### src/rtl/core/vdt_pkg.sv
// ----------------------------------------------------------------------------
// vdt_pkg
// Shared types, sizes and codes for the vertex dedup table.
// ----------------------------------------------------------------------------
package vdt_pkg;

  // Table geometry
  localparam int MAX_VERTS = 1024;
  localparam int IDX_W     = $clog2(MAX_VERTS);
  localparam int CNT_W     = $clog2(MAX_VERTS) + 1;

  // Field widths
  localparam int COORD_W   = 32;
  localparam int TOL_W     = 20;
  localparam int OUT_IDX_W = 10;
  localparam int OP_W      = 2;
  localparam int ST_W      = 2;

  localparam logic [TOL_W-1:0] TOL_RESET = TOL_W'(10);

  // Operation codes; the unnamed fourth code behaves as clear
  typedef enum logic [OP_W-1:0] {
    OP_UNIQUE = 2'd0,
    OP_ALWAYS = 2'd1,
    OP_CLEAR  = 2'd2
  } op_e;

  // Result status codes
  typedef enum logic [ST_W-1:0] {
    ST_ADDED   = 2'd0,
    ST_MATCH   = 2'd1,
    ST_FULL    = 2'd2,
    ST_CLEARED = 2'd3
  } status_e;

  // Controller states
  typedef enum logic [1:0] {
    S_IDLE,
    S_SEARCH,
    S_APPEND,
    S_EMIT
  } state_e;

  // One stored vertex
  typedef struct packed {
    logic signed [COORD_W-1:0] x;
    logic signed [COORD_W-1:0] y;
    logic signed [COORD_W-1:0] z;
  } vert_t;

  // Request from the controller to the vertex memory
  typedef struct packed {
    logic             we;
    logic [IDX_W-1:0] waddr;
    vert_t            wdata;
    logic             re;
    logic [IDX_W-1:0] raddr;
  } mem_req_t;

endpackage

### src/rtl/core/vdt_if.sv
// ----------------------------------------------------------------------------
// vdt_if
// Valid/ready channels of the vertex dedup table: input items, results and
// tolerance register writes.
// ----------------------------------------------------------------------------

// Input item channel
interface vdt_in_if;
  logic                               valid;
  logic                               ready;
  logic [vdt_pkg::OP_W-1:0]           opcode;
  logic signed [vdt_pkg::COORD_W-1:0] pos_x;
  logic signed [vdt_pkg::COORD_W-1:0] pos_y;
  logic signed [vdt_pkg::COORD_W-1:0] pos_z;

  modport source (output valid, opcode, pos_x, pos_y, pos_z, input ready);
  modport sink   (input valid, opcode, pos_x, pos_y, pos_z, output ready);
endinterface

// Result channel
interface vdt_out_if;
  logic                          valid;
  logic                          ready;
  logic [vdt_pkg::OUT_IDX_W-1:0] vertex_index;
  logic [vdt_pkg::ST_W-1:0]      status;

  modport source (output valid, vertex_index, status, input ready);
  modport sink   (input valid, vertex_index, status, output ready);
endinterface

// Tolerance register write channel
interface vdt_cfg_if;
  logic                      valid;
  logic                      ready;
  logic [vdt_pkg::TOL_W-1:0] data;

  modport source (output valid, data, input ready);
  modport sink   (input valid, data, output ready);
endinterface

### src/rtl/core/vdt_ctrl.sv
// ----------------------------------------------------------------------------
// vdt_ctrl
// Sequencer: accepts items, walks the table newest to oldest, appends,
// clears, holds the tolerance register and the output register.
// ----------------------------------------------------------------------------
module vdt_ctrl (
  input  logic                       clk_i,
  input  logic                       rst_ni,
  vdt_in_if.sink                     in_i,
  vdt_out_if.source                  out_o,
  vdt_cfg_if.sink                    cfg_i,
  output vdt_pkg::mem_req_t          mem_req_o,
  output vdt_pkg::vert_t             key_o,
  output logic [vdt_pkg::TOL_W-1:0]  tol_o,
  input  logic                       hit_i
);
  import vdt_pkg::*;

  state_e                 state_q, state_d;
  logic [CNT_W-1:0]       cnt_q, cnt_d;
  logic [TOL_W-1:0]       tol_q, tol_d;
  vert_t                  item_q, item_d;
  logic [IDX_W-1:0]       rd_idx_q, rd_idx_d;
  logic                   rd_more_q, rd_more_d;
  logic                   p_vld_q, p_vld_d;
  logic                   p_last_q, p_last_d;
  logic [IDX_W-1:0]       p_idx_q, p_idx_d;
  logic [IDX_W-1:0]       res_idx_q, res_idx_d;
  status_e                res_st_q, res_st_d;
  logic                   out_vld_q, out_vld_d;
  logic [OUT_IDX_W-1:0]   out_idx_q, out_idx_d;
  status_e                out_st_q, out_st_d;
  logic                   in_rdy;
  logic                   in_fire;
  logic                   is_clear;
  mem_req_t               req;

  assign in_rdy   = (state_q == S_IDLE);
  assign in_fire  = in_i.valid && in_rdy;
  // the fourth opcode acts as clear
  assign is_clear = (in_i.opcode != OP_UNIQUE) && (in_i.opcode != OP_ALWAYS);

  // next state and datapath control
  always_comb begin
    state_d   = state_q;
    cnt_d     = cnt_q;
    tol_d     = tol_q;
    item_d    = item_q;
    rd_idx_d  = rd_idx_q;
    rd_more_d = rd_more_q;
    p_vld_d   = 1'b0;
    p_last_d  = p_last_q;
    p_idx_d   = p_idx_q;
    res_idx_d = res_idx_q;
    res_st_d  = res_st_q;
    out_vld_d = out_vld_q;
    out_idx_d = out_idx_q;
    out_st_d  = out_st_q;
    req       = '0;

    // tolerance write
    if (cfg_i.valid) begin
      tol_d = cfg_i.data;
    end

    // output register drains
    if (out_vld_q && out_o.ready) begin
      out_vld_d = 1'b0;
    end

    unique case (state_q)
      S_IDLE: begin
        if (in_fire) begin
          item_d = '{x: in_i.pos_x, y: in_i.pos_y, z: in_i.pos_z};
          if (is_clear) begin
            cnt_d     = '0;
            res_idx_d = '0;
            res_st_d  = ST_CLEARED;
            state_d   = S_EMIT;
          end else if ((in_i.opcode == OP_ALWAYS) || (cnt_q == '0)) begin
            state_d = S_APPEND;
          end else begin
            rd_idx_d  = IDX_W'(cnt_q - CNT_W'(1));
            rd_more_d = 1'b1;
            state_d   = S_SEARCH;
          end
        end
      end

      S_SEARCH: begin
        // issue one read a cycle, newest first
        if (rd_more_q) begin
          req.re    = 1'b1;
          req.raddr = rd_idx_q;
          p_vld_d   = 1'b1;
          p_idx_d   = rd_idx_q;
          p_last_d  = (rd_idx_q == '0);
          rd_idx_d  = rd_idx_q - IDX_W'(1);
          rd_more_d = (rd_idx_q != '0);
        end
        // check the entry that came back
        if (p_vld_q && hit_i) begin
          res_idx_d = p_idx_q;
          res_st_d  = ST_MATCH;
          p_vld_d   = 1'b0;
          rd_more_d = 1'b0;
          state_d   = S_EMIT;
        end else if (p_vld_q && p_last_q) begin
          state_d = S_APPEND;
        end
      end

      S_APPEND: begin
        if (cnt_q == CNT_W'(MAX_VERTS)) begin
          res_idx_d = '0;
          res_st_d  = ST_FULL;
        end else begin
          req.we    = 1'b1;
          req.waddr = cnt_q[IDX_W-1:0];
          req.wdata = item_q;
          res_idx_d = cnt_q[IDX_W-1:0];
          res_st_d  = ST_ADDED;
          cnt_d     = cnt_q + CNT_W'(1);
        end
        state_d = S_EMIT;
      end

      S_EMIT: begin
        if (!out_vld_q || out_o.ready) begin
          out_vld_d = 1'b1;
          out_idx_d = OUT_IDX_W'(res_idx_q);
          out_st_d  = res_st_q;
          state_d   = S_IDLE;
        end
      end

      default: begin
        state_d = S_IDLE;
      end
    endcase
  end

  // control registers
  always_ff @(posedge clk_i or negedge rst_ni) begin
    if (!rst_ni) begin
      state_q   <= S_IDLE;
      cnt_q     <= '0;
      tol_q     <= TOL_RESET;
      rd_more_q <= 1'b0;
      p_vld_q   <= 1'b0;
      out_vld_q <= 1'b0;
    end else begin
      state_q   <= state_d;
      cnt_q     <= cnt_d;
      tol_q     <= tol_d;
      rd_more_q <= rd_more_d;
      p_vld_q   <= p_vld_d;
      out_vld_q <= out_vld_d;
    end
  end

  // payload registers
  always_ff @(posedge clk_i) begin
    item_q    <= item_d;
    rd_idx_q  <= rd_idx_d;
    p_last_q  <= p_last_d;
    p_idx_q   <= p_idx_d;
    res_idx_q <= res_idx_d;
    res_st_q  <= res_st_d;
    out_idx_q <= out_idx_d;
    out_st_q  <= out_st_d;
  end

  assign in_i.ready         = in_rdy;
  assign cfg_i.ready        = 1'b1;
  assign out_o.valid        = out_vld_q;
  assign out_o.vertex_index = out_idx_q;
  assign out_o.status       = out_st_q;
  assign mem_req_o          = req;
  assign key_o              = item_q;
  assign tol_o              = tol_q;

  // a write never lands past the end of the table
  a_we_in_range: assert property (@(posedge clk_i) disable iff (!rst_ni)
    req.we |-> (cnt_q < CNT_W'(MAX_VERTS)))
    else $error("vdt_ctrl: write with table full");

  // every write grows the table by exactly one
  a_we_counts: assert property (@(posedge clk_i) disable iff (!rst_ni)
    req.we |=> (cnt_q == $past(cnt_q) + CNT_W'(1)))
    else $error("vdt_ctrl: entry count out of step with writes");

  // read data is only examined during a search
  a_pipe_in_search: assert property (@(posedge clk_i) disable iff (!rst_ni)
    p_vld_q |-> (state_q == S_SEARCH))
    else $error("vdt_ctrl: read in flight outside search");

  // a clear empties the table at once
  a_clear_empties: assert property (@(posedge clk_i) disable iff (!rst_ni)
    (in_fire && is_clear) |=> (cnt_q == '0))
    else $error("vdt_ctrl: clear left entries");

  // count never exceeds capacity
  a_cnt_bound: assert property (@(posedge clk_i) disable iff (!rst_ni)
    cnt_q <= CNT_W'(MAX_VERTS))
    else $error("vdt_ctrl: entry count above capacity");

endmodule

### src/flat_wrapper.sv
// flat-port wrapper written by rule: the top's interface ports become plain ports
module vdt_ctrl_flat import vdt_pkg::*;
  (clk_i, rst_ni, mem_req_o, key_o, tol_o, hit_i, in_i_valid, in_i_opcode, in_i_pos_x, in_i_pos_y, in_i_pos_z, in_i_ready, out_o_valid, out_o_vertex_index, out_o_status, out_o_ready, cfg_i_valid, cfg_i_data, cfg_i_ready);
  vdt_in_if in_i_i ();
  vdt_out_if out_o_i ();
  vdt_cfg_if cfg_i_i ();
  input  logic clk_i;
  input  logic rst_ni;
  output vdt_pkg::mem_req_t mem_req_o;
  output vdt_pkg::vert_t key_o;
  output logic [vdt_pkg::TOL_W-1:0] tol_o;
  input  logic hit_i;
  input wire logic [$bits(in_i_i.valid)-1:0] in_i_valid;
  input wire logic [$bits(in_i_i.opcode)-1:0] in_i_opcode;
  input wire logic [$bits(in_i_i.pos_x)-1:0] in_i_pos_x;
  input wire logic [$bits(in_i_i.pos_y)-1:0] in_i_pos_y;
  input wire logic [$bits(in_i_i.pos_z)-1:0] in_i_pos_z;
  output wire logic [$bits(in_i_i.ready)-1:0] in_i_ready;
  output wire logic [$bits(out_o_i.valid)-1:0] out_o_valid;
  output wire logic [$bits(out_o_i.vertex_index)-1:0] out_o_vertex_index;
  output wire logic [$bits(out_o_i.status)-1:0] out_o_status;
  input wire logic [$bits(out_o_i.ready)-1:0] out_o_ready;
  input wire logic [$bits(cfg_i_i.valid)-1:0] cfg_i_valid;
  input wire logic [$bits(cfg_i_i.data)-1:0] cfg_i_data;
  output wire logic [$bits(cfg_i_i.ready)-1:0] cfg_i_ready;
  assign in_i_i.valid = in_i_valid;
  assign in_i_i.opcode = in_i_opcode;
  assign in_i_i.pos_x = in_i_pos_x;
  assign in_i_i.pos_y = in_i_pos_y;
  assign in_i_i.pos_z = in_i_pos_z;
  assign in_i_ready = in_i_i.ready;
  assign out_o_valid = out_o_i.valid;
  assign out_o_vertex_index = out_o_i.vertex_index;
  assign out_o_status = out_o_i.status;
  assign out_o_i.ready = out_o_ready;
  assign cfg_i_i.valid = cfg_i_valid;
  assign cfg_i_i.data = cfg_i_data;
  assign cfg_i_ready = cfg_i_i.ready;
  vdt_ctrl u_core (.clk_i(clk_i), .rst_ni(rst_ni), .in_i(in_i_i), .out_o(out_o_i), .cfg_i(cfg_i_i), .mem_req_o(mem_req_o), .key_o(key_o), .tol_o(tol_o), .hit_i(hit_i));
endmodule
### config.mk
export PLATFORM = sky130hd
export DESIGN_NAME = vdt_ctrl_flat
export DESIGN_NICKNAME = d
export VERILOG_FILES = /design/src/rtl/core/vdt_pkg.sv /design/src/rtl/core/vdt_if.sv /design/src/rtl/core/vdt_ctrl.sv /design/src/flat_wrapper.sv
export SDC_FILE = /design/constraint.sdc
export NUM_CORES = 1
export LEC_CHECK = 0
export BUFFER_PORTS_ARGS = -buffer_cell sky130_fd_sc_hd__buf_2
export CORE_AREA = 5 5 140 142
export CTS_BUF_LIST = sky130_fd_sc_hd__clkbuf_8
export CTS_CLUSTER_DIAMETER = 80
export DETAILED_ROUTE_END_ITERATION = 12
export DIE_AREA = 0 0 145 147
export PLACE_DENSITY = 0.73
export SYNTH_ARGS = -nofsm -noshare
export SYNTH_HDL_FRONTEND = slang
export SYNTH_SLANG_ARGS = --single-unit
### constraint.sdc
create_clock -name clk_i -period 6.7 [get_ports clk_i]
set_clock_uncertainty 0.15 [all_clocks]
set_input_delay 2.01 -clock clk_i [delete_from_list [all_inputs] [get_ports clk_i]]
set_output_delay 2.01 -clock clk_i [all_outputs]
set_load 0.05 [all_outputs]
==> impl_metrics.ini <==
[clocking]
clock_latency_ns = 0.46
clock-root-buffer = clkbuf_8
htree_num_levels = 4
numCtsBuffers = 17
cts_hold_buf = 0
clk_pin_slew_worst_paths_ns = 0.09
clockBufferDepth = 2
cts_tree = built
cts_sinks = 177
postCtsSetupRepairBufs = 0
ctsResizeCount = 0

[floorplan]
die-area_um2 = 21300
core_area_um2 = 18300
fp.dieH_um = 147
die_x_um = 145
io_pins = 373
initial_core_util = 0.408
num_rows = 50

[worst_setup_path]
crit_start = u_core.state_q[0]
crit_family = compound AO/OA/AOI/OAI gates
r2r_start = u_core.cnt_q[1]
crit_type = reg2out
arrival_ns = 3.34
worstSetupEndpointType = primary output
cpPeakStageDelay_ns = 0.99
cp_data_required_time_ns = 4.54
cp_cell_sequence = inv_1 -> ha_1 -> o31a_2 -> buf_4 -> and2_1 -> buf_2
cp.buffers_inverters = 3
path_max_fanout = 69
cp_slowest_cell = o31a_2
cp-start-kind = register

[timing]
setup_viol = 0
min_period_over_period = 0.821
grt_setup_unrepaired = false
fmax_mhz = 182
slew-limit-headroom = 0.237
fin_crit_ns = 5.50
hold_slack_ns = 0.270
max_slew.worst_pin.slew_ns = 1.14
hold_violations = 0
slew_viol_final = 0
tns_ns = 0

[place]
io_buffers = 371
gp_congestion = 1.02
place_hpwl_mm = 17.9

[yosys]
synthArstFlopShare = 0.203
syn-num-nets = 657
yosysUniqueCellTypes = 57
yosysWarnings = 0
synthesis.area_per_instance_um2 = 14.3
netlist_instances = 524
syn_area_um2 = 7480
yosysTopAreaCell = edfxtp_1
synth_top_cell_area_share = 0.566
synthFlopType = edfxtp_1
synth_edf_count = 141
synthTopCellsByArea = edfxtp_1, dfrtp_1, and2_1
ys_ff_latch = 177
seq_area_frac_synth = 0.686

[grt]
grt_usage = 0.211
grt_pass1_vias = 5533
grt_max_degree = 70
grt_pass1_wl_mm = 34.2
grt_antenna_before_repair = 2
grt-ovfl-total = 0

[detailed_routing]
drt-vias-per-instance = 4.95
routed_wirelength_mm = 23.1
vias = 5614
firstDrtPassIters = 5
drc = 0
routedWlPerCell_um = 20.3
postRouteAntennaNets = 0
drtIter0Drc = 396

[pwr]
p_per_area_nw_per_um2 = 518
leakage_nw = 4.50
p_comb_frac = 0.515
ir_worst_vdd_mv = 0.371
switching_share = 0.512
clock_power_share = 0.145
p_seq_frac = 0.340
intPower_w = 0.00249
switchingPower_w = 0.00262

[finish]
final_nets = 1020
drive_gt1_frac = 0.487
synthToLayoutAreaGrowth_pct = 31.9
fillCellCount = 1592
final_common_cell = buf_2
most-common-layout-cells = buf_2, edfxtp_1, and2_1, dfrtp_1, mux2_2

[hold_path]
worstHoldStart = u_core.res_st_q[1]
hold_class = reg2reg

[job]
cap_viol_max_count = 0

[outcome]
status = finished clean
## cells in the mapped netlist (4+ instances only)
master,count
and2_1,105
o21ai_0,11
dfrtp_1,34
a21oi_1,10
nor2b_1,9
clkbuf_1,18
nor3b_1,4
xor2_1,5
edfxtp_1,141
nand2_1,19
mux2_2,21
nor4_1,4
inv_1,18
and3_1,14
mux2i_1,7
buf_6,10
nor3_1,5
ha_1,9
nand2b_1,6
nor2_1,11
## power by group through the flow
| stage | Sequential [W] | Clock (W) | Combinational, W |
|---|---|---|---|
| detailed placement | 0.00176 | 0 | 0.00263 |
| floorplan | 0.00216 | 0 | 0.00164 |
| finish | 0.00174 | 0.000739 | 0.00263 |
| global route | 0.00177 | 0.000809 | 0.00277 |
| CTS | 0.00174 | 0.000762 | 0.00264 |
| global placement | 0.00175 | 0 | 0.00262 |
## state kept, by name, indices dropped and copies added, names as in the netlist
| signal | flops |
|---|---|
| u_core.key_o | 96 |
| u_core.tol_o | 20 |
| u_core.cnt_q | 11 |
| u_core.out_o.vertex_index | 10 |
| u_core.p_idx_q | 10 |
| u_core.rd_idx_q | 10 |
| u_core.res_idx_q | 10 |
| u_core.out_o.status | 2 |
| u_core.res_st_q | 2 |
| u_core.state_q | 2 |
| u_core.out_o.valid | 1 |
| u_core.p_last_q | 1 |
| u_core.p_vld_q | 1 |
| u_core.rd_more_q | 1 |
## worst register-to-register path: cells and delay by family (launching register included)
| kind | cells | cell delay, ns |
|---|---|---|
| AO/OA/AOI/OAI | 2 | 1.12 |
| AND/OR/NAND/NOR | 2 | 0.58 |
| flip-flops | 1 | 0.49 |
| adder cells (fa/ha/maj) | 1 | 0.13 |
| buffers and inverters | 1 | 0.09 |
## metrics by stage
step / cell area (µm²) / utilization / worst slack (ns) / cells / total power (W)
5_1_grt: 9870 / 0.539 / 0.884 / 1135 / 0.00535
3_5_place_dp: 9480 / 0.517 / 1.68 / 1102 / 0.00439
3_3_place_gp: 9480 / 0.517 / 1.80 / 1102 / 0.00437
6_report: 9870 / 0.539 / 1.20 / 1135 / 0.00511
4_1_cts: 9870 / 0.538 / 1.15 / 1134 / 0.00514
2_1_floorplan: 7490 / - / 1.55 / 524 / 0.00380
## area by class of cell
type                       instances  area [µm²]  share of cell area
sequential                       177        5140               0.520
multi-input combinational        297        2090               0.211
timing repair buffer             376        1890               0.192
tap                              234         293              0.0297
clock buffer                      18         248              0.0251
clock inverter                    14         144              0.0146
inverter                          18        67.6             0.00684
antenna                            1        2.50            0.000253
## logic make-up after synthesis
| group | count (synthesis) | share of synthesized area |
|---|---|---|
| and+or+nand+nor | 193 | 0.155 |
| DFF | 177 | 0.686 |
| AOI/OAI and AO/OA | 58 | 0.0565 |
| buffers and inverters | 50 | 0.0361 |
| muxes | 28 | 0.0410 |
| adders and majority gates | 9 | 0.0150 |
| xor gates and xnor gates | 8 | 0.00936 |
| other | 1 | 0.000501 |
## metal layers
layer / GRT usage / share of wire
met1: 0.284 / 0.42
met4: 0.0626 / 0.020
met3: 0.0663 / 0.090
met5: 0 / 0
met2: 0.329 / 0.47
## final timing paths
| check | to | slack, ns | cells after the start |
|---|---|---|---|
| min reg2reg | u_core.out_o.status[1] | 0.27 | 0 |
| max reg2reg | u_core.res_idx_q[0] | 3.88 | 6 |
| min in group asynchronous | u_core.tol_o[14] | 1.49 | 1 |
| max in group asynchronous | u_core.cnt_q[10] | 4.38 | 1 |
| max | mem_req_o[86] | 1.20 | 6 |
| min | u_core.out_o.status[1] | 0.27 | 0 |
(Power assumes the default switching activity.)
