### config.mk
export PLATFORM = sky130hd
export DESIGN_NAME = vdt_match
export DESIGN_NICKNAME = d
export VERILOG_FILES = /design/src/rtl/core/vdt_pkg.sv /design/src/rtl/core/vdt_match.sv
export SDC_FILE = /design/constraint.sdc
export NUM_CORES = 1
export LEC_CHECK = 0
export BUFFER_PORTS_ARGS = -buffer_cell sky130_fd_sc_hd__buf_2
export CORE_MARGIN = 2
export CORE_UTILIZATION = 55
export DETAILED_ROUTE_END_ITERATION = 7
export PLACE_DENSITY = 0.91
export SLEW_MARGIN = 20
export SYNTH_ARGS = -nofsm -noshare
export SYNTH_HDL_FRONTEND = slang
export SYNTH_SLANG_ARGS = --single-unit
### constraint.sdc
create_clock -name vclk -period 5.2
set_clock_uncertainty 0.05 [all_clocks]
set_input_delay 0.26 -clock vclk [all_inputs]
set_output_delay 0.26 -clock vclk [all_outputs]
set_load 0.005 [all_outputs]
### src/rtl/core/vdt_pkg.sv
// ----------------------------------------------------------------------------
// vdt_pkg
// Shared types, sizes and codes for the vertex dedup table.
// ----------------------------------------------------------------------------
package vdt_pkg;

  // Table geometry
  localparam int MAX_VERTS = 1024;
  localparam int IDX_W     = $clog2(MAX_VERTS);
  localparam int CNT_W     = $clog2(MAX_VERTS) + 1;

  // Field widths
  localparam int COORD_W   = 32;
  localparam int TOL_W     = 20;
  localparam int OUT_IDX_W = 10;
  localparam int OP_W      = 2;
  localparam int ST_W      = 2;

  localparam logic [TOL_W-1:0] TOL_RESET = TOL_W'(10);

  // Operation codes; the unnamed fourth code behaves as clear
  typedef enum logic [OP_W-1:0] {
    OP_UNIQUE = 2'd0,
    OP_ALWAYS = 2'd1,
    OP_CLEAR  = 2'd2
  } op_e;

  // Result status codes
  typedef enum logic [ST_W-1:0] {
    ST_ADDED   = 2'd0,
    ST_MATCH   = 2'd1,
    ST_FULL    = 2'd2,
    ST_CLEARED = 2'd3
  } status_e;

  // Controller states
  typedef enum logic [1:0] {
    S_IDLE,
    S_SEARCH,
    S_APPEND,
    S_EMIT
  } state_e;

  // One stored vertex
  typedef struct packed {
    logic signed [COORD_W-1:0] x;
    logic signed [COORD_W-1:0] y;
    logic signed [COORD_W-1:0] z;
  } vert_t;

  // Request from the controller to the vertex memory
  typedef struct packed {
    logic             we;
    logic [IDX_W-1:0] waddr;
    vert_t            wdata;
    logic             re;
    logic [IDX_W-1:0] raddr;
  } mem_req_t;

endpackage

### src/rtl/core/vdt_match.sv
// ----------------------------------------------------------------------------
// vdt_match
// Three-axis tolerance compare of a stored vertex against the search key.
// ----------------------------------------------------------------------------
module vdt_match (
  input  vdt_pkg::vert_t             entry_i,
  input  vdt_pkg::vert_t             key_i,
  input  logic [vdt_pkg::TOL_W-1:0]  tol_i,
  output logic                       hit_o
);
  import vdt_pkg::*;

  // |a - b| < tol  <=>  (a - b) < tol and (b - a) < tol, in 33 bits
  function automatic logic axis_close(input logic signed [COORD_W-1:0] a,
                                      input logic signed [COORD_W-1:0] b,
                                      input logic [TOL_W-1:0] tol);
    logic signed [COORD_W:0] ax;
    logic signed [COORD_W:0] bx;
    logic signed [COORD_W:0] tx;
    logic signed [COORD_W:0] d_ab;
    logic signed [COORD_W:0] d_ba;
    ax   = {a[COORD_W-1], a};
    bx   = {b[COORD_W-1], b};
    tx   = $signed({{(COORD_W+1-TOL_W){1'b0}}, tol});
    d_ab = ax - bx;
    d_ba = bx - ax;
    return (d_ab < tx) && (d_ba < tx);
  endfunction

  assign hit_o = axis_close(entry_i.x, key_i.x, tol_i) &&
                 axis_close(entry_i.y, key_i.y, tol_i) &&
                 axis_close(entry_i.z, key_i.z, tol_i);

endmodule

==> results.md, run 1 <==
* Status: finished, violations left
* Failing checks: negative setup slack
* Hpwl dp at roughly 42000 um
* Placed Area at ~0.016 mm^2
* DIE AREA at 0.0261 mm^2
* Internal cell power at 0.00101 W
* Worst Max-Slew Pin Slew at between 1 and 1.5 ns
* Crit end category: output pin
* Global-route wire length before repair at around 79000 um
* Critical Path Max Stage Delay at about 0.45 ns
* Mapped Nets at about 2600
* Max-slew violation count at 0
* Largest net degree at the start of global routing at 19
* Worst Hold Depth at 6
* Hold crit path type: in -> out
* Hold Path Origin: key_i[95]
* Core area at 0.0244 mm^2
* Total GRT Usage at a little over a third
* Syn Area/Cell at 6.64 um^2
* Ports at between 200 and 250
* Commonest cells after routing, fill and taps aside: ha_1, inv_1, a21oi_1, buf_2, buf_4
* Layout cells sized above 1 at between 20% and 30%
* Max Used Layer: met4
* PortBufs at roughly 210
* Final Core Density at approximately two thirds
* Post-route cell area at between 0.015 and 0.02 mm^2
* Seq/Total Area, Yosys at 0%
* Final Critical Period at 5.28 ns
* Antenna violations before repair at 3
* Final setup fails at 1
* Vias in the first global route at roughly 16000
* Hold EP: hit_o
* Cts hold-fix bufs at 0
* Synth warnings at 0
* Via-per-instance ratio at around 6
* Hold Fails Final Rpt at 0
* Tcrit/Tclk final at 102%
* Power Density at roughly 140 mW/mm^2
* Worst path slowest cell: or4_1
* Leak Pwr at around 8.5 nW
* Commonest non-fill, non-tap cell in the layout: ha_1
* Max VDD drop at approximately 74 uV
* Net Sw Frac at a little under three fifths
* Clock buf count at 0
* Achievable frequency at 189 MHz
* Routed wire per std cell at ~18 um
* Post-route antenna net violation count at 0
* Num rows at 57
* Synth Cell Area at approximately 0.014 mm^2
* Die X at roughly 160 um
* Req. time, crit path at a little under 5 ns
* Nets at approximately 3000
* Total iterations of the first detailed-routing run at 5
* Placed insts at about 2700
* GP Congestion at 1.03
* Setup CP Type: in -> out
* Via Count at around 17000
* Clock share of power at 0%
* M1 WL at ~20000 um
* Most used cell, CP: o21ai_2
* Sequential cell area at 0 um^2
* Met2 wire length at about 24000 um
* Iter 0 DRT Violations at ~1400
* Power Total at between 0.002 and 0.0025 W
* Layout area overhead at 21.2%
* Slew Limit Headroom at between 30% and 40%
* Final WS setup at -0.0839 ns
* Worst setup SP type: primary input
* Synth cell types at just over 70
* Starting Density at around 56%
* Gate power share at 100.0%
* Post-Route WL at between 40000 and 50000 um
* P_sw at roughly 0.0013 W
* Unrepaired setup endpoints after global routing: true
* Flop pwr share at 0%
* Synth Instances at roughly 2000
* Layout sequential cell count at 0
* Arr. time, crit path at 4.97 ns
* DR WL met3 at 3460 um
* Chip height at ~160 um
* Residual DRC at 0
* Max Cap Viol at 0
* Crit-path max FO at 2
* Layout Cells excl Fill at approximately 2700
* Total grt overflow at 0
==> power by group through the flow <==
stage,sequential (W),combinational (W),clock [W]
floorplan,0,0.00144,0
global placement,0,0.00213,0
detailed placement,0,0.00220,0
CTS,0,0.00228,0
global route,0,0.00258,0.0000000000257
finish,0,0.00235,0.000000000103
==> kinds of logic (layout without fill, tap and decap cells) <==
kind of cell	after synthesis	after routing	share of synthesized area [%]
buffers and inverters	342	669	9.74
AO/OA/AOI/OAI	703	703	31.7
adder cells (fa/ha/maj)	312	312	28.9
XOR/XNOR	137	137	8.78
multiplexers	16	16	1.21
AND/OR/NAND/NOR	550	550	19.7
other	0	4	0
==> cells in the mapped netlist (all sizes together), types with 13 or more instances <==
| library cell | number | area (um^2) |
|---|---|---|
| a211oi | 28 | 210 |
| inv | 249 | 935 |
| nor2 | 142 | 533 |
| a21o | 59 | 443 |
| nand2b | 20 | 125 |
| o21bai | 18 | 135 |
| buf | 28 | 153 |
| xnor2 | 76 | 666 |
| o211ai | 20 | 150 |
| o21ai | 161 | 806 |
| nand2 | 148 | 563 |
| a21oi | 254 | 1280 |
| clkbuf | 65 | 244 |
| nor3 | 38 | 190 |
| nor4 | 13 | 81.3 |
| nand3 | 40 | 200 |
| o21a | 40 | 308 |
| nand4 | 55 | 344 |
| a31oi | 21 | 131 |
| ha | 306 | 3830 |
| nor2b | 29 | 181 |
| xor2 | 61 | 534 |
==> through the flow <==
| stage | setup slack, ns | setup TNS, ns | hold WS [ns] |
|---|---|---|---|
| after floorplan | 0.0684 | 0 | 0.910 |
| after global placement | -0.705 | -0.705 | 1.25 |
| after detailed placement | -0.876 | -0.876 | 1.27 |
| after CTS | -0.0270 | -0.0270 | 1.20 |
| after global routing | -0.447 | -0.447 | 1.24 |
| final | -0.0839 | -0.0839 | 1.20 |
==> worst max path at each step <==
stage | from | endpoint | depth (start not counted)
floorplan | entry_i[0] | hit_o | 23
CTS | entry_i[0] | hit_o | 27
global placement | entry_i[0] | hit_o | 26
detailed placement | entry_i[0] | hit_o | 26
global route | entry_i[1] | hit_o | 25
finish | entry_i[0] | hit_o | 26
==> worst max-delay path, delay by kind of cell <==
kind            cells  cell delay [ns]
xor+xnor            1             0.17
fa+ha+maj           3             0.88
simple gates        6             1.70
compound gates     11             1.47
buf+inv             5             0.49
==> what timing repair did <==
item,in CTS,in global routing
pin swaps,53,2
endpoints found under the setup margin,1,1
resized for setup,66,7
setup buffers,10,0
endpoints found under the hold margin,0,0
==> per-layer routing <==
metal	global-route usage, %	up-vias
li1	-	7989
met1	45.0	7719
met2	65.3	826
met3	1.94	185
met4	15.5	0
met5	0	-
==> layout make-up <==
class,instances,area [um^2]
Inverter,249,937
Tap cell,324,405
Fill cell,2159,7820
Multi-Input combinational cell,1718,12600
Timing Repair Buffer,420,2630
Antenna cell,4,10.0
No activity file was read; power rests on OpenSTA's default activity.
==> run 2, diff against run 1 <==
--- a/config.mk
+++ b/config.mk
@@ -5,9 +5,10 @@
 export SDC_FILE = /design/constraint.sdc
 export NUM_CORES = 1
 export LEC_CHECK = 0
+export ABC_AREA = 1
 export BUFFER_PORTS_ARGS = -buffer_cell sky130_fd_sc_hd__buf_2
 export CORE_MARGIN = 2
-export CORE_UTILIZATION = 55
+export CORE_UTILIZATION = 57
 export DETAILED_ROUTE_END_ITERATION = 7
 export PLACE_DENSITY = 0.91
 export SLEW_MARGIN = 20
==> run 2 against run 1 <==
  * The flow now finishes without violations
  * Critical path depth is 3 higher
  * Die area is 21% higher
  * Setup slack better by 1.4 ns
  * Cell area rose by 11%
  * Area after synthesis rose by 26%
  * Synthesized cell count is 65% higher
  * Combinational power is 2% lower
==> results.md, run 2 <==
* Status: finished, final reports clean (was finished, violations left)
* Mapped Nets at 3913 (was 2584)
* Via-per-instance ratio at 5.21 (was 6.16)
* Layout sequential cell count at 0 (unchanged)
* Final setup fails at 0 (was 1)
* Yosys top cell area share at 29.4% (was 28.0%)
* Synth warnings at 0 (unchanged)
* Chip height at 178 um (was 162 um)
* Routed wire per std cell at 13.7 um (was 18.3 um)
* Starting Density at 58.1% (was 56.1%)
* Critical path depth at 29 (was 26)
* Top cells by count, synth: nand2_1, inv_1, ha_1 (was ha_1, a21oi_1, inv_1)
* Hpwl dp at 48300 um (was 41700 um)
* Vias in the first global route at 18300 (was 16300)
* Family with the most delay on the worst path: simple AND/OR/NAND/NOR gates (unchanged)
* Clock buf count at 0 (unchanged)
* Iter 0 DRT Violations at 1889 (was 1436)
* Core area at 0.0297 mm^2 (was 0.0244 mm^2)
* Largest net degree at the start of global routing at 11 (was 19)
* Nets at 4068 (was 2913)
* Layout Cells excl Fill at 3932 (was 2715)
* Worst setup SP type: primary input (unchanged)
* Slew Limit Headroom at 68.2% (was 30.1%)
* WP buf/inv at 4 (was 5)
* Largest cells by area after synthesis: nand2_1, ha_1, inv_1 (was ha_1, a21oi_1, inv_1)
* Crit-path max FO at 4 (was 2)
* Most frequent cell after synthesis: nand2_1 (was ha_1)
* Largest area contributor in the netlist: nand2_1 (was ha_1)
* Tcrit/Tclk final at 74.7% (was 102%)
* Hold crit path type: in -> out (unchanged)
* Max Cap Viol at 0 (unchanged)
* DIE AREA at 0.0317 mm^2 (was 0.0261 mm^2)
* Power Total at 0.00231 W (was 0.00235 W)
* Achievable frequency at 257 MHz (was 189 MHz)
* Critical Path Max Stage Delay at 0.46 ns (was 0.45 ns)
* Total grt overflow at 0 (unchanged)
* Layout area overhead at 7.01% (was 21.2%)
* Post-CTS setup buffers at 0 (was 10)
* Antenna violations before repair at 0 (was 3)
* Worst Max-Slew Pin Slew at 0.473 ns (was 1.04 ns)
* Total iterations of the first detailed-routing run at 6 (was 5)
* Ports at 213 (unchanged)
* Total GRT Usage at 33.3% (was 36.3%)
* Layout cells sized above 1 at 9.01% (was 20.7%)
* Num rows at 63 (was 57)
* Power Density at 125 mW/mm^2 (was 142 mW/mm^2)
* GP Congestion at 1.05 (was 1.03)
* Max-slew violation count at 0 (unchanged)
* Fill count at 3120 (was 2159)
* Cts hold-fix bufs at 0 (unchanged)
* Hold Fails Final Rpt at 0 (unchanged)
* Post-Route WL at 54000 um (was 49700 um)
* Die X at 178 um (was 162 um)
* Sequential cell area at 0 um^2 (unchanged)
* PortBufs at 213 (unchanged)
* Post-route antenna net violation count at 0 (unchanged)
* Worst Hold Depth at 8 (was 6)
* Final Critical Period at 3.89 ns (was 5.28 ns)
* Max VDD drop at 60.5 uV (was 74.2 uV)
* Crit end category: output pin (unchanged)
* Leak Pwr at 12.3 nW (was 8.51 nW)
* Most used cell, CP: nand2_1 (was o21ai_2)
* Synth cell types at 31 (was 71)
* Worst path slowest cell: fa_1 (was or4_1)
* Setup_tns at 0 ns (was -0.0839 ns)
* Arr. time, crit path at 3.58 ns (was 4.97 ns)
* Synth Cell Area at 0.0173 mm^2 (was 0.0137 mm^2)
* Residual DRC at 0 (unchanged)
* Req. time, crit path at 4.89 ns (about the same)
* Via Count at 20500 (was 16700)
* Global-route wire length before repair at 86500 um (was 79100 um)
* Placed insts at 3932 (was 2701)
* Seq/Total Area, Yosys at 0% (unchanged)
* Commonest cells after routing, fill and taps aside: nand2_1, inv_1, ha_1, buf_2, nor2_1 (was ha_1, inv_1, a21oi_1, buf_2, buf_4)
* Commonest non-fill, non-tap cell in the layout: nand2_1 (was ha_1)
* Unrepaired setup endpoints after global routing: false (was true)
* Setup CP Type: in -> out (unchanged)
* Syn Area/Cell at 5.09 um^2 (was 6.64 um^2)
* Post_cts resized at 0 (was 66)
* ANT cells at 0 (was 4)
* Synth Instances at 3389 (was 2060)
-- run 2: changes by cell type after synthesis, sizes merged, moves of 31 or more --
cell    delta
a21o      -53
a21oi     -87
clkbuf    -54
inv      +539
nand2   +1235
nand3    +125
nor2     +114
o21a      -33
o21ai    -140
xnor2     -57
xor2      +31
-- run 2: per-layer routing --
layer / global-route usage (%) / vias to the layer above / share of wire (%)
li1: - / 10400 / -
met1: 46.6 / 8966 / 45
met2: 56.0 / 950 / 44
met3: 2.47 / 110 / 9.4
met4: 6.66 / 0 / 2.3
met5: 0 / - / 0
-- run 2: final timing paths --
| path | endpoint | startpoint |
|---|---|---|
| min | hit_o | key_i[31] |
| max | hit_o | entry_i[32] |
-- run 2: final cells by class --
| type | instances | area, um^2 | share of cell area [%] |
|---|---|---|---|
| repair buffers | 213 | 1070 | 5.77 |
| well taps | 390 | 488 | 2.64 |
| inverters | 794 | 2980 | 16.1 |
| multi-input cells | 2535 | 13900 | 75.4 |
-- run 2: power breakdown --
part	switching (W)	leakage, nW	total [W]	internal [W]
combinational	0.00151	12.3	0.00231	0.000808
sequential	0	0	0	0
clock	0	0	0	0
total	0.00151	12.3	0.00231	0.000808
-- run 2: kinds of logic (layout without fill, tap and decap cells) --
| logic type | Yosys count | after routing | share of synthesized area (%) |
|---|---|---|---|
| XOR/XNOR | 111 | 111 | 5.63 |
| buffers and inverters | 854 | 1007 | 19.3 |
| adder cells (fa/ha/maj) | 312 | 312 | 22.9 |
| AND/OR/NAND/NOR | 1873 | 1873 | 44.7 |
| AO/OA/AOI/OAI | 239 | 239 | 7.54 |
-- run 2: tightest hold or removal path: stages --
cell and delay [ns]:
buf_2 0.09, ha_1 0.24, nand2_1 0.08, nand2_1 0.06
nand2_1 0.06, nand3_1 0.06, nor2_1 0.04, buf_2 0.12
-- run 2: per-stage QoR --
step | hold WS, ns | cell area [um^2] | setup WS, ns | util (%)
finish | 1.23 | 18500 | 1.31 | 62.1
detailed placement | 1.24 | 18500 | 1.39 | 62.1
CTS | 1.24 | 18500 | 1.38 | 62.1
floorplan | 0.920 | 17300 | 2.10 | -
global placement | 1.25 | 18500 | 1.43 | 62.1
global route | 1.34 | 18500 | 1.01 | 62.1
==> run 3, diff against run 2 <==
--- a/config.mk
+++ b/config.mk
@@ -8,9 +8,9 @@
 export ABC_AREA = 1
 export BUFFER_PORTS_ARGS = -buffer_cell sky130_fd_sc_hd__buf_2
 export CORE_MARGIN = 2
-export CORE_UTILIZATION = 57
+export CORE_UTILIZATION = 61
 export DETAILED_ROUTE_END_ITERATION = 7
-export PLACE_DENSITY = 0.91
+export PLACE_DENSITY = 0.92
 export SLEW_MARGIN = 20
 export SYNTH_ARGS = -nofsm -noshare
 export SYNTH_HDL_FRONTEND = slang
==> constraint.sdc (replaced) <==
create_clock -name vclk -period 3.6
set_clock_uncertainty 0.05 [all_clocks]
set_input_delay 0.18 -clock vclk [all_inputs]
set_output_delay 0.18 -clock vclk [all_outputs]
set_load 0.005 [all_outputs]
==> run 3 against run 2 <==
  * Utilization is 7.8 points higher
  * Sequential share of layout area stayed put
  * Setup slack worse by 1.1 ns
  * Hold slack worse by 0.18 ns
  * Die area is 6.4% lower
  * Count of clock-buffer cells in the layout stayed put
  * Non-clock buffer count is 48 higher
  * Cell area is 5.3% higher
==> results.md, run 3 (synthesis gave the netlist of run 2 again) <==
* Status: finished, final reports clean (unchanged)
* Ports at 213 (unchanged)
* Setup CP Type: in -> out (unchanged)
* Crit-path max FO at 4 (unchanged)
* DIE AREA at 0.0296 mm^2 (was 0.0317 mm^2)
* Total grt overflow at 0 (unchanged)
* Num rows at 61 (was 63)
* Largest net degree at the start of global routing at 11 (unchanged)
* Internal cell power at 0.00132 W (was 0.000808 W)
* Iter 0 DRT Violations at 2192 (was 1889)
* Via-per-instance ratio at 5.23 (was 5.21)
* Residual DRC at 0 (unchanged)
* Global-route wire length before repair at 82700 um (was 86500 um)
* Commonest non-fill, non-tap cell in the layout: nand2_1 (unchanged)
* Max VDD drop at 96.2 uV (was 60.5 uV)
* Post-route antenna net violation count at 0 (unchanged)
* Tcrit/Tclk final at 95.4%
* Net Sw Frac at 63.2% (was 65.1%)
* Max Cap Viol at 0 (unchanged)
* Commonest cells after routing, fill and taps aside: nand2_1, inv_1, ha_1, buf_2, nor2_1 (unchanged)
* Total GRT Usage at 34.3% (was 33.3%)
* Power Density at 184 mW/mm^2 (was 125 mW/mm^2)
* Total iterations of the first detailed-routing run at 6 (unchanged)
* Flop pwr share at 0% (about the same)
* Cts hold-fix bufs at 0 (unchanged)
* Clock buf count at 0 (unchanged)
* Multi-input logic area at 0.0145 mm^2 (was 0.0139 mm^2)
* Hold Fails Final Rpt at 0 (unchanged)
* Req. time, crit path at 3.37 ns (was 4.89 ns)
* Gate power share at 100.0% (about the same)
* Layout cells sized above 1 at 13.6% (was 9.01%)
* Clock share of power at 0% (about the same)
* PortBufs at 213 (unchanged)
* Routed wire per std cell at 13.9 um (was 13.7 um)
* Starting Density at 62.1% (was 58.1%)
* Worst setup SP type: primary input (unchanged)
* Power Total at 0.00358 W (was 0.00231 W)
* Setup_tns at 0 ns (unchanged)
* Hold crit path type: in -> out (unchanged)
* Vias in the first global route at 17800 (was 18300)
* Chip height at 172 um (was 178 um)
* Via Count at 20800 (was 20500)
* Fill count at 2691 (was 3120)
* Most used cell, CP: nand2_1 (unchanged)
* Critical Path Max Stage Delay at 0.37 ns (was 0.46 ns)
* Layout sequential cell count at 0 (unchanged)
* Max-slew violation count at 0 (unchanged)
* Post-Route WL at 55200 um (was 54000 um)
* Antenna violations before repair at 0 (unchanged)
* Arr. time, crit path at 3.20 ns (was 3.58 ns)
* Worst path slowest cell: fa_2 (was fa_1)
* Nets at 4116 (was 4068)
* Slew Limit Headroom at 64.5% (was 68.2%)
* Core area at 0.0278 mm^2 (was 0.0297 mm^2)
* Achievable frequency at roughly 290 MHz
* Leak Pwr at 12.6 nW (was 12.3 nW)
* Final Critical Period at between 3 and 4 ns
* Die X at 172 um (was 178 um)
* Worst Max-Slew Pin Slew at 0.532 ns (was 0.473 ns)
* Hpwl dp at 47000 um (was 48300 um)
* Sequential cell area at 0 um^2 (unchanged)
* GP Congestion at 1.07 (was 1.05)
* Final setup fails at 0 (unchanged)
* Layout area overhead at 12.7% (was 7.01%)
* Crit end category: output pin (unchanged)
* P_sw at 0.00227 W (was 0.00151 W)
[run 3: area by class of cell]
| type | count | share of cell area [%] |
|---|---|---|
| Tap cell | 378 | 2.43 |
| Antenna cell | 1 | 0.0129 |
| Inverter | 794 | 15.4 |
| Timing Repair Buffer | 261 | 7.37 |
| Multi-Input combinational cell | 2535 | 74.8 |
[run 3: through the flow]
stage | utilization [%] | hold WS (ns) | worst slack, ns | area (um^2) | std cells
2_1_floorplan | - | 0.760 | 0.662 | 17300 | 3389
3_3_place_gp | 67.2 | 1.06 | 0.134 | 18700 | 3948
3_5_place_dp | 67.2 | 1.07 | 0.0335 | 18700 | 3948
4_1_cts | 67.2 | 1.07 | 0.0177 | 18700 | 3948
5_1_grt | 70.0 | 1.14 | -0.0805 | 19400 | 3968
6_report | 70.0 | 1.05 | 0.167 | 19400 | 3969
[run 3: power groups by stage]
stage / registers, W / clock network, W / logic (W)
finish: 0 / 0.0000000000371 / 0.00358
global placement: 0 / 0 / 0.00321
detailed placement: 0 / 0 / 0.00327
global route: 0 / 0 / 0.00398
CTS: 0 / 0 / 0.00328
floorplan: 0 / 0 / 0.00237
[run 3: repair_timing]
item                                    in CTS  in global routing
endpoints found under the setup margin       0                  1
gates resized for setup                      0                158
buffers inserted                             0                 20
[run 3: worst max-delay path: cells and delay by family]
kind | cells | cell delay (ns)
compound gates | 1 | 0.13
fa+ha+maj | 3 | 0.80
simple gates | 16 | 1.54
xor+xnor | 1 | 0.18
buf+inv | 4 | 0.36
[run 3: worst paths after layout]
kind                   from  cells past startpoint  endpoint  slack [ns]
hold / removal    key_i[31]                      8     hit_o        1.05
setup / recovery  key_i[32]                     25     hit_o        0.17
[run 3: routing by layer]
| metal | share of wire, % | track usage, % | routed length (um) | vias up |
|---|---|---|---|---|
| li1 | - | - | - | 10500 |
| met1 | 43 | 47.3 | 23700 | 9024 |
| met2 | 43 | 56.0 | 23900 | 1058 |
| met3 | 11 | 5.22 | 6120 | 129 |
| met4 | 2.7 | 8.15 | 1500 | 0 |
| met5 | 0 | 0 | 0 | - |
